[config.mk]
export PLATFORM = sky130hd
export DESIGN_NAME = spc_fifo
export DESIGN_NICKNAME = d
export VERILOG_FILES = /design/src/hdl/spc_pkg.sv /design/src/hdl/spc_fifo.sv
export SDC_FILE = /design/constraint.sdc
export NUM_CORES = 1
export LEC_CHECK = 0
export BUFFER_PORTS_ARGS = -buffer_cell sky130_fd_sc_hd__buf_2
export CAP_MARGIN = 20
export CELL_PAD_IN_SITES_DETAIL_PLACEMENT = 2
export CELL_PAD_IN_SITES_GLOBAL_PLACEMENT = 2
export CORE_ASPECT_RATIO = 1.4
export CORE_UTILIZATION = 30
export DETAILED_ROUTE_END_ITERATION = 6
export GPL_TIMING_DRIVEN = 0
export PLACE_DENSITY_LB_ADDON = 0.2
export SYNTH_ARGS = -nofsm -noshare
export SYNTH_HDL_FRONTEND = slang
export SYNTH_SLANG_ARGS = --single-unit
[constraint.sdc]
create_clock -name clk_i -period 11.4 [get_ports clk_i]
set_input_delay 2.28 -clock clk_i [delete_from_list [all_inputs] [get_ports clk_i]]
set_output_delay 2.28 -clock clk_i [all_outputs]
set_load 0.02 [all_outputs]
[src/hdl/spc_pkg.sv]
// Package for the segment/plane crossing block: widths, register indexes, item types.
// No dependencies.
`timescale 1ns / 1ps
package spc_pkg;
  localparam int CoordW = 32;
  localparam int NormW  = 18;
  localparam int EpsW   = 31;
  localparam int DistW  = 54;
  localparam int MagW   = 54;
  localparam int TW     = 16;
  localparam int CfgIdxW = 3;

  localparam logic [CfgIdxW-1:0] RegCenterX = 3'd0;
  localparam logic [CfgIdxW-1:0] RegCenterY = 3'd1;
  localparam logic [CfgIdxW-1:0] RegCenterZ = 3'd2;
  localparam logic [CfgIdxW-1:0] RegNormalX = 3'd3;
  localparam logic [CfgIdxW-1:0] RegNormalY = 3'd4;
  localparam logic [CfgIdxW-1:0] RegNormalZ = 3'd5;
  localparam logic [CfgIdxW-1:0] RegEps     = 3'd6;
  localparam logic [CfgIdxW-1:0] RegValid   = 3'd7;

  typedef struct packed {
    logic signed [CoordW-1:0] a_x, a_y, a_z, b_x, b_y, b_z;
  } seg_t;

  typedef struct packed {
    logic                     hit;
    logic signed [CoordW-1:0] point_x, point_y, point_z;
    logic [TW-1:0]            t_fraction;
  } res_t;

  typedef struct packed {
    logic signed [CoordW-1:0] c_x, c_y, c_z;
    logic signed [NormW-1:0]  n_x, n_y, n_z;
    logic [EpsW-1:0]          eps;
    logic                     valid;
  } plane_t;

  // Classified item handed from the front to the back part.
  typedef struct packed {
    seg_t          seg;
    logic          ok;
    logic [MagW-1:0] ma;
    logic [MagW-1:0] sum;
  } job_t;
endpackage

[src/hdl/spc_fifo.sv]
// Short queue of classified items between the front and back parts.
// Depends on spc_pkg.
`timescale 1ns / 1ps
module spc_fifo #(
  parameter int Depth = 4
) (
  input  logic          clk_i,
  input  logic          rst_ni,
  input  spc_pkg::job_t wdata_i,
  input  logic          wvalid_i,
  output logic          wready_o,
  output spc_pkg::job_t rdata_o,
  output logic          rvalid_o,
  input  logic          rready_i
);
  import spc_pkg::*;
  localparam int PtrW = $clog2(Depth);

  job_t mem_q [Depth];
  logic [PtrW-1:0] wp_q, rp_q;
  logic [PtrW:0] cnt_q;
  logic wr, rd;

  assign wready_o = cnt_q != (PtrW+1)'(Depth);
  assign rvalid_o = cnt_q != '0;
  assign wr = wvalid_i && wready_o;
  assign rd = rvalid_o && rready_i;
  assign rdata_o = mem_q[rp_q];

  always_ff @(posedge clk_i or negedge rst_ni) begin
    if (!rst_ni) begin
      wp_q <= '0;
      rp_q <= '0;
      cnt_q <= '0;
    end else begin
      if (wr) wp_q <= (wp_q == PtrW'(Depth - 1)) ? '0 : wp_q + 1'b1;
      if (rd) rp_q <= (rp_q == PtrW'(Depth - 1)) ? '0 : rp_q + 1'b1;
      cnt_q <= cnt_q + (PtrW+1)'(wr) - (PtrW+1)'(rd);
    end
  end

  always_ff @(posedge clk_i) begin
    if (wr) mem_q[wp_q] <= wdata_i;
  end
endmodule

Word level (Yosys, flattened, before mapping)
Memory sizes are Yosys's and may differ from the RTL's.
Index checks and enable logic that the tools add are counted.
{ "classes": {"add_sub_neg": 4, "n_eq_ne": 3, "n_mux": 4, "n_reduce_logical": 3} }
{ "ops": {"columns": ["cell", "n"], "rows": [
  ["$add 2x1->2 const B", 2],
  ["$eq 2x2->1 const B", 2],
  ["$mux 2", 2],
  ["$add 3x1->3", 1],
  ["$ne 3x3->1 const B", 1],
  ["$reduce_bool 3->1", 1],
  ["$sub 3x1->3", 1],
  ["$logic_and 1x1->1", 2],
  ["$mux 1", 2]
]} }
{ "totals": {"ff_bits": 7, "ramBits": 1204, "inputBits": 305, "memories": 1} }
{ "mem_list": {"columns": ["memory", "words", "word_bits", "rd", "rd_clocked_by_memory_dff", "wr", "line_no", "source"], "rows": [
  ["mem_q", 4, 301, 1, 0, 1, "spc_fifo.sv:19", "job_t mem_q [Depth];"]
]} }

Longest topological paths before layout
Gate-level depths: netlist of the first run.
{ "depth": {"word_depth": 4, "depth_mapped": 10, "mapped_depth_nobuf": 10} }

Worst setup path after synthesis of the first run
No wires, ideal clock.
{ "synth_path": {"kind": "input to register", "startpoint": "input port wvalid_i", "endpoint": "memory mem_q[0][0] (netlist bit) (enable)", "setup_ps": 704, "t_arrival_ps": 9145, "required_ps": 10696, "setup_slack_ps": 1551, "path_stages": 1, "n_path_buf": 0, "cell_sequence": "and3_1"} }
{ "synth_between": {"elab_chain_len": 3} }
{ "synth_lines": {"columns": ["item", "line_no", "source"], "rows": [
  ["from (decl)", "spc_fifo.sv:10", "input logic wvalid_i,"],
  ["$logic_and 1x1->1", "spc_fifo.sv:26", "assign wr = wvalid_i && wready_o;"],
  ["$mux 1", "spc_fifo.sv:43", "if (wr) mem_q[wp_q] <= wdata_i;"],
  ["$mux 1 (not written as such)", "spc_fifo.sv:43", null],
  ["to (decl)", "spc_fifo.sv:19", null]
]} }
No other way between the ends.

==> flow_metrics.env, run 1 <==
export IMPL_grt_remaining_overflow=0
export IMPL_worst_path_max_fanout=10
export IMPL_arrival_ps=2860
export IMPL_number_of_buffers_added_on_ports=607
export IMPL_min_period_ps=5140
export IMPL_seq_area_frac_synth_pct=82.7
export IMPL_achievable_clock_frequency_mhz=195
export IMPL_routed_wl_mm=115
export IMPL_io_pins=608
export IMPL_timing_critical_path_slowest_cell_delay_ps=470
export IMPL_grt_use_total_pct=15.6
export IMPL_pre_cts_slack_ps=6390
export IMPL_ff2ff_setup_slack_ps=8530
export IMPL_die_height_um=455
export IMPL_cellPowerDensity_nw_per_um2=282
export IMPL_min_delay_start="cnt_q[2]$_DFF_PN0_"
export IMPL_cts_path_max_buffers=3
export IMPL_initial_utilization_pct=30.3
export IMPL_synth_enable_flop_cells=1204
export IMPL_outcome="complete, no violations"
export IMPL_placement_rows=165
export IMPL_clkSinkCount=1211
export IMPL_grt_pass1_vias=22900
export IMPL_die_area_um2=148000
export IMPL_avgRoutedWirePerCell_um=26.1
export IMPL_finalHoldViolCount=0
export IMPL_placeableCoreArea_um2=145000
export IMPL_netlist_cell_type_count=20
export IMPL_synth_warning_count=0
export IMPL_endpoint_kind_of_the_worst_setup_timing_path="output port"
export IMPL_cts_hold_repair_buffers=0
export IMPL_finalSetupViolations=0
export IMPL_timing_reg2reg_worst_path_depth=6
export IMPL_syn_nets=1924
export IMPL_rsz0062_at_grt="no"
export IMPL_synth_area_per_cell_um2=27.3
export IMPL_synth_top_area_share_pct=82.3
export IMPL_tritoncts_buffer_count=130
export IMPL_antenna_found_initial=59
export IMPL_path_buf_inv=5
export IMPL_areaGrowthSynthToFinish_pct=23.6
export IMPL_holdPathEnd="cnt_q[2]$_DFF_PN0_"
export IMPL_h_tree_depth=4
export IMPL_postCtsSetupBuffers=0
export IMPL_cap_violations=0
export IMPL_master_of_the_slowest_instance_on_the_critical_path="mux4_2"
export IMPL_clk_skew_ps=30.5
export IMPL_grt_max_degree=51
export IMPL_clockRootBuffer="clkbuf_16"
export IMPL_dieWidth_um=325
export IMPL_drt_pass1_iterations=4
export IMPL_synth_top_cell_by_area="edfxtp_1"
export IMPL_synth_async_reset_ratio_pct=0.578
export IMPL_syn_instance_count=1611
export IMPL_cts_resized_gates=0
export IMPL_fin_crit_sh_pct=45.1
export IMPL_min_path_type="reg -> reg"
export IMPL_drt_iter0_markers=1169
export IMPL_worst_hold_path_num_cells=1
export IMPL_p_leak_nw=18.2
export IMPL_worst_setup_path_start_kind="register"
export IMPL_yosys_most_used_dff="edfxtp_1"
export IMPL_critPathTopFamily="buffers and inverters"
export IMPL_peakVddDrop_uv=134
export IMPL_postSynthRegisterBits=1211
export IMPL_maxSlewHeadroom_pct=42.9
export IMPL_ant_nets=0
export IMPL_design_final_nets=2688
export IMPL_tritoncts="yes"
export IMPL_post_synth_most_frequent_cells="edfxtp_1, mux4_2, buf_2"
export IMPL_setup_ws_ps=6260
export IMPL_slew_viol_final=0
export IMPL_clkTransAtPathRegs_ps=60
export IMPL_hpwlAfterDp_mm=77.8
export IMPL_yosys_cell_count_top_type="edfxtp_1"
export IMPL_synth_top_cells_by_area="edfxtp_1, mux4_2, buf_6, dfrtp_1, buf_2"
export IMPL_grt_pass1_wl_mm=166
export IMPL_r2r_start="wp_q[0]$_DFFE_PN0P_"
export IMPL_timing_critical_path_required_ps=9120
export IMPL_detail_route_drc_violations=0
export IMPL_cell_chain_of_the_critical_path="buf_2 > clkbuf_1 > buf_6 > buf_2 > mux4_2 > buf_2"
export IMPL_place_congestion=0.727
export IMPL_totalPowerFinal_mw=15.3
export IMPL_critical_path_class="reg -> out"
export IMPL_via_count=20300
export IMPL_synth_cell_area_um2=43900
export IMPL_insertion_delay_ps=780
export IMPL_worst_pin_slew_ps=856
export IMPL_route_detailed_vias_per_inst=4.61
export IMPL_cp_common_cell="buf_2"
export IMPL_post_route_cells_drive_above_1_share_pct=48.0
export IMPL_reg2reg_to="mem_q[0][218]$_DFFE_PP_"
cell families (layout without fill, tap and decap cells):
kind of cell  count (synthesis)  count (layout)  synth area share [%]
simple gates                 10              10                 0.142
buf+inv                      75             942                  1.30
xor+xnor                      2               2                0.0399
fa+ha+maj                     8               8                 0.245
mux                         305             305                  15.6
other cells                   0              11                     0
flops                      1211            1211                  82.7
cell usage in the layout, fill, tap and decap left out, drive strengths merged:
cell / instances
dfrtp: 7
nor2: 2
clkbuf: 166
fa: 1
buf: 697
nand2: 1
edfxtp: 1204
bufinv: 12
or3b: 1
mux2: 4
clkinvlp: 2
mux4: 301
ha: 7
and3: 4
clkinv: 50
or3: 1
and2: 1
inv: 15
diode: 11
xnor2: 2
per-layer routing:
layer	track usage (%)	part of all wire (%)	up-vias
met1	18.0	38	10800
met3	6.81	9.6	225
li1	-	-	8607
met4	5.04	2.3	80
met2	26.0	50	671
met5	0	0.43	-
area by class of cell:
type / count / area [µm²]
fill: 13900 / 90600
sequential: 1211 / 36300
multi-input combinational: 325 / 7040
timing repair buffer: 632 / 3710
clock buffer: 163 / 3480
tap: 1920 / 2400
clock inverter: 72 / 719
buffer: 68 / 543
antenna: 11 / 27.5
inverter: 7 / 26.3
worst reg2reg max path: stages (launching register included):
cell and delay (ps):
dfrtp_1 440, inv_1 130, ha_1 190, and3_4 710, buf_16 340, buf_16 320
buf_16 340
how the worst max path moves through the flow:
stage	from	end	slack, ps	cells past startpoint
2_1_floorplan	wvalid_i	mem_q[0][0]$_DFFE_PP_	1550	1
4_1_cts	rp_q[1]$_DFFE_PN0P_	rdata_o[171]	5540	5
6_report	rp_q[1]$_DFFE_PN0P_	rdata_o[171]	6260	6
3_3_place_gp	wvalid_i	mem_q[3][75]$_DFFE_PP_	-5520	2
3_5_place_dp	rp_q[1]$_DFFE_PN0P_	rdata_o[171]	6390	5
5_1_grt	rp_q[1]$_DFFE_PN0P_	rdata_o[171]	6050	6
power by group:
group | total [mW] | internal, mW | switching (mW)
combinational | 5.10 | 1.94 | 3.17
clock | 4.17 | 2.45 | 1.73
sequential | 6.05 | 5.87 | 0.184
total | 15.3 | 10.2 | 5.08
state kept, by name (all words and copies together), names as in the netlist:
signal  cells
mem_q    1204
rp_q        2
cnt_q       3
wp_q        2
per-stage QoR:
step                util (%)  area [µm²]  cells  hold slack (ps)  setup TNS, ps
floorplan                  -       43900   1611              453              0
global placement        34.1       49400   4138              478       -6518670
detailed placement      34.5       50000   4162              499              0
CTS                     37.4       54200   4397              510              0
global route            37.4       54300   4403              534              0
finish                  37.5       54300   4409              500              0
Power figures use the tool's default switching activity.
==> run 2: changes to the inputs <==
Clock period 11.4 ns to 4.4 ns, I/O delays scaled along.
==> flow_metrics.env, run 2 (same netlist as run 1, synthesis figures left out) <==
export IMPL_maxSlewHeadroom_pct=37.4
export IMPL_placement_rows=165
export IMPL_via_count=20200
export IMPL_endpoint_kind_of_the_worst_setup_timing_path="output port"
export IMPL_finalHoldViolCount=0
export IMPL_post_route_cells_drive_above_1_share_pct=47.5
export IMPL_p_leak_nw=18.0
export IMPL_fillers=13900
export IMPL_clkSinkCount=1211
export IMPL_met3_length_mm=10.7
export IMPL_timing_reg2reg_worst_path_depth=4
export IMPL_rsz0062_at_grt="no"
export IMPL_grt_pass1_wl_mm=164
export IMPL_dieWidth_um=325
export IMPL_layout_cells_most_common_list="edfxtp_1, buf_2, mux4_2"
export IMPL_insertion_delay_ps=750
export IMPL_areaGrowthSynthToFinish_pct=22.8
export IMPL_layout_top_registers="mem_q: 1204 flops, cnt_q: 3 flops"
export IMPL_detail_route_drc_violations=0
export IMPL_layout_cells_most_common="edfxtp_1"
export IMPL_routed_wl_mm=115
export IMPL_min_path_type="in -> reg"
export IMPL_reg2reg_to="mem_q[0][58]$_DFFE_PP_"
export IMPL_routed_wl_met2_mm=56.2
export IMPL_arrival_ps=3230
export IMPL_route_detailed_vias_per_inst=4.59
export IMPL_grt_max_degree=51
export IMPL_routed_top_layer="met5"
export IMPL_tritoncts_buffer_count=120
export IMPL_cts_hold_repair_buffers=1
export IMPL_achievable_clock_frequency_mhz=243
export IMPL_fin_crit_sh_pct=93.4
export IMPL_setup_ws_ps=292
export IMPL_slew_viol_final=0
export IMPL_critical_path_class="reg -> out"
export IMPL_h_tree_depth=3
export IMPL_layout_area_seq_um2=36300
export IMPL_multi_input_gate_area_um2=7040
export IMPL_die_area_um2=148000
export IMPL_initial_utilization_pct=30.3
export IMPL_max_flop_register="mem_q"
export IMPL_hpwlAfterDp_mm=77.8
export IMPL_r2r_start="cnt_q[2]$_DFF_PN0_"
export IMPL_peakVddDrop_uv=378
export IMPL_finalSetupViolations=0
export IMPL_placement_cell_area_um2=50100
export IMPL_worst_setup_path_start_kind="register"
export IMPL_grt_use_total_pct=15.4
export IMPL_drt_iter0_markers=1004
export IMPL_pre_cts_slack_ps=942
export IMPL_timing_critical_path_required_ps=3520
export IMPL_postCtsSetupBuffers=0
export IMPL_clockRootBuffer="clkbuf_16"
export IMPL_fin_area_um2=53900
export IMPL_number_of_buffers_added_on_ports=607
export IMPL_clk_skew_ps=18.7
export IMPL_largest_register_ffs=1204
export IMPL_ff2ff_setup_slack_ps=1830
export IMPL_io_pins=608
export IMPL_min_period_ps=4110
export IMPL_place_congestion=0.745
export IMPL_cts_path_max_buffers=3
export IMPL_grt_remaining_overflow=0
export IMPL_grt_pass1_vias=22900
export IMPL_cts_resized_gates=0
export IMPL_design_final_nets=2681
export IMPL_antenna_found_initial=56
export IMPL_die_height_um=455
export IMPL_worst_path_max_fanout=11
export IMPL_clkTransAtPathRegs_ps=60
export IMPL_min_delay_start="wdata_i[208]"
export IMPL_ant_nets=0
export IMPL_cellPowerDensity_nw_per_um2=721
export IMPL_outcome="complete, no violations"
export IMPL_holdPathEnd="mem_q[0][208]$_DFFE_PP_"
export IMPL_met1_length_mm=43.2
export IMPL_worst_hold_path_num_cells=1
export IMPL_tritoncts="yes"
export IMPL_drt_pass1_iterations=4
export IMPL_placeableCoreArea_um2=145000
export IMPL_cap_violations=0
export IMPL_avgRoutedWirePerCell_um=26.0
export IMPL_worst_pin_slew_ps=940
export IMPL_totalNegativeSetupSlack_ps=0
-- run 2: changes by cell type in the layout (fill, tap and decap cells not counted), sizes merged --
cell	previous run	this run
bufinv	12	8
diode	11	17
clkinv	50	59
dlygate4sd3	0	1
clkbuf	166	148
clkinvlp	2	5
buf	697	699
-- run 2: per-layer routing --
metal  up-vias  GRT usage [%]
met5         -              0
met4        64           6.63
met3       240           6.20
met2       658           25.4
met1     10700           17.8
li1       8593              -
-- run 2: worst max path at each step --
| stage | startpoint | end | slack, ps | depth (start not counted) |
|---|---|---|---|---|
| CTS | rp_q[1]$_DFFE_PN0P_ | rdata_o[166] | 70 | 5 |
| finish | rp_q[1]$_DFFE_PN0P_ | rdata_o[171] | 290 | 5 |
| global route | rp_q[1]$_DFFE_PN0P_ | rdata_o[171] | 100 | 5 |
| global placement | wvalid_i | mem_q[0][80]$_DFFE_PP_ | -4230 | 2 |
| detailed placement | rp_q[1]$_DFFE_PN0P_ | rdata_o[166] | 940 | 5 |
| floorplan | wvalid_i | mem_q[0][0]$_DFFE_PP_ | -570 | 1 |
-- run 2: critical path: stages (launching register included) --
cell and delay [ps]:
dfrtp_1 350, buf_2 240, clkbuf_1 730, buf_2 540
mux4_2 360, buf_2 230
-- run 2: where the power goes --
| part | switching [mW] | internal [mW] | leakage (nW) |
|---|---|---|---|
| Sequential | 0.466 | 15.2 | 11.1 |
| Clock | 4.42 | 5.51 | 1.82 |
| Combinational | 8.23 | 5.04 | 5.07 |
| Total | 13.1 | 25.7 | 18.0 |
-- run 2: through the flow --
step	total power [mW]	hold slack, ps	utilization, %	std cells
floorplan	24.3	453	-	1611
global placement	29.7	477	34.1	4138
detailed placement	29.7	510	34.6	4165
CTS	39.8	242	37.2	4391
global route	40.7	297	37.2	4398
finish	38.9	334	37.2	4408
-- run 2: layout make-up --
type,count,share of cell area [%]
Buffer,68,1.01
Clock buffer,145,5.78
Timing Repair Buffer,635,6.99
Inverter,7,0.0487
Tap cell,1920,4.46
Multi-Input combinational cell,325,13.1
Sequential cell,1211,67.4
Clock inverter,80,1.20
Antenna cell,17,0.0789
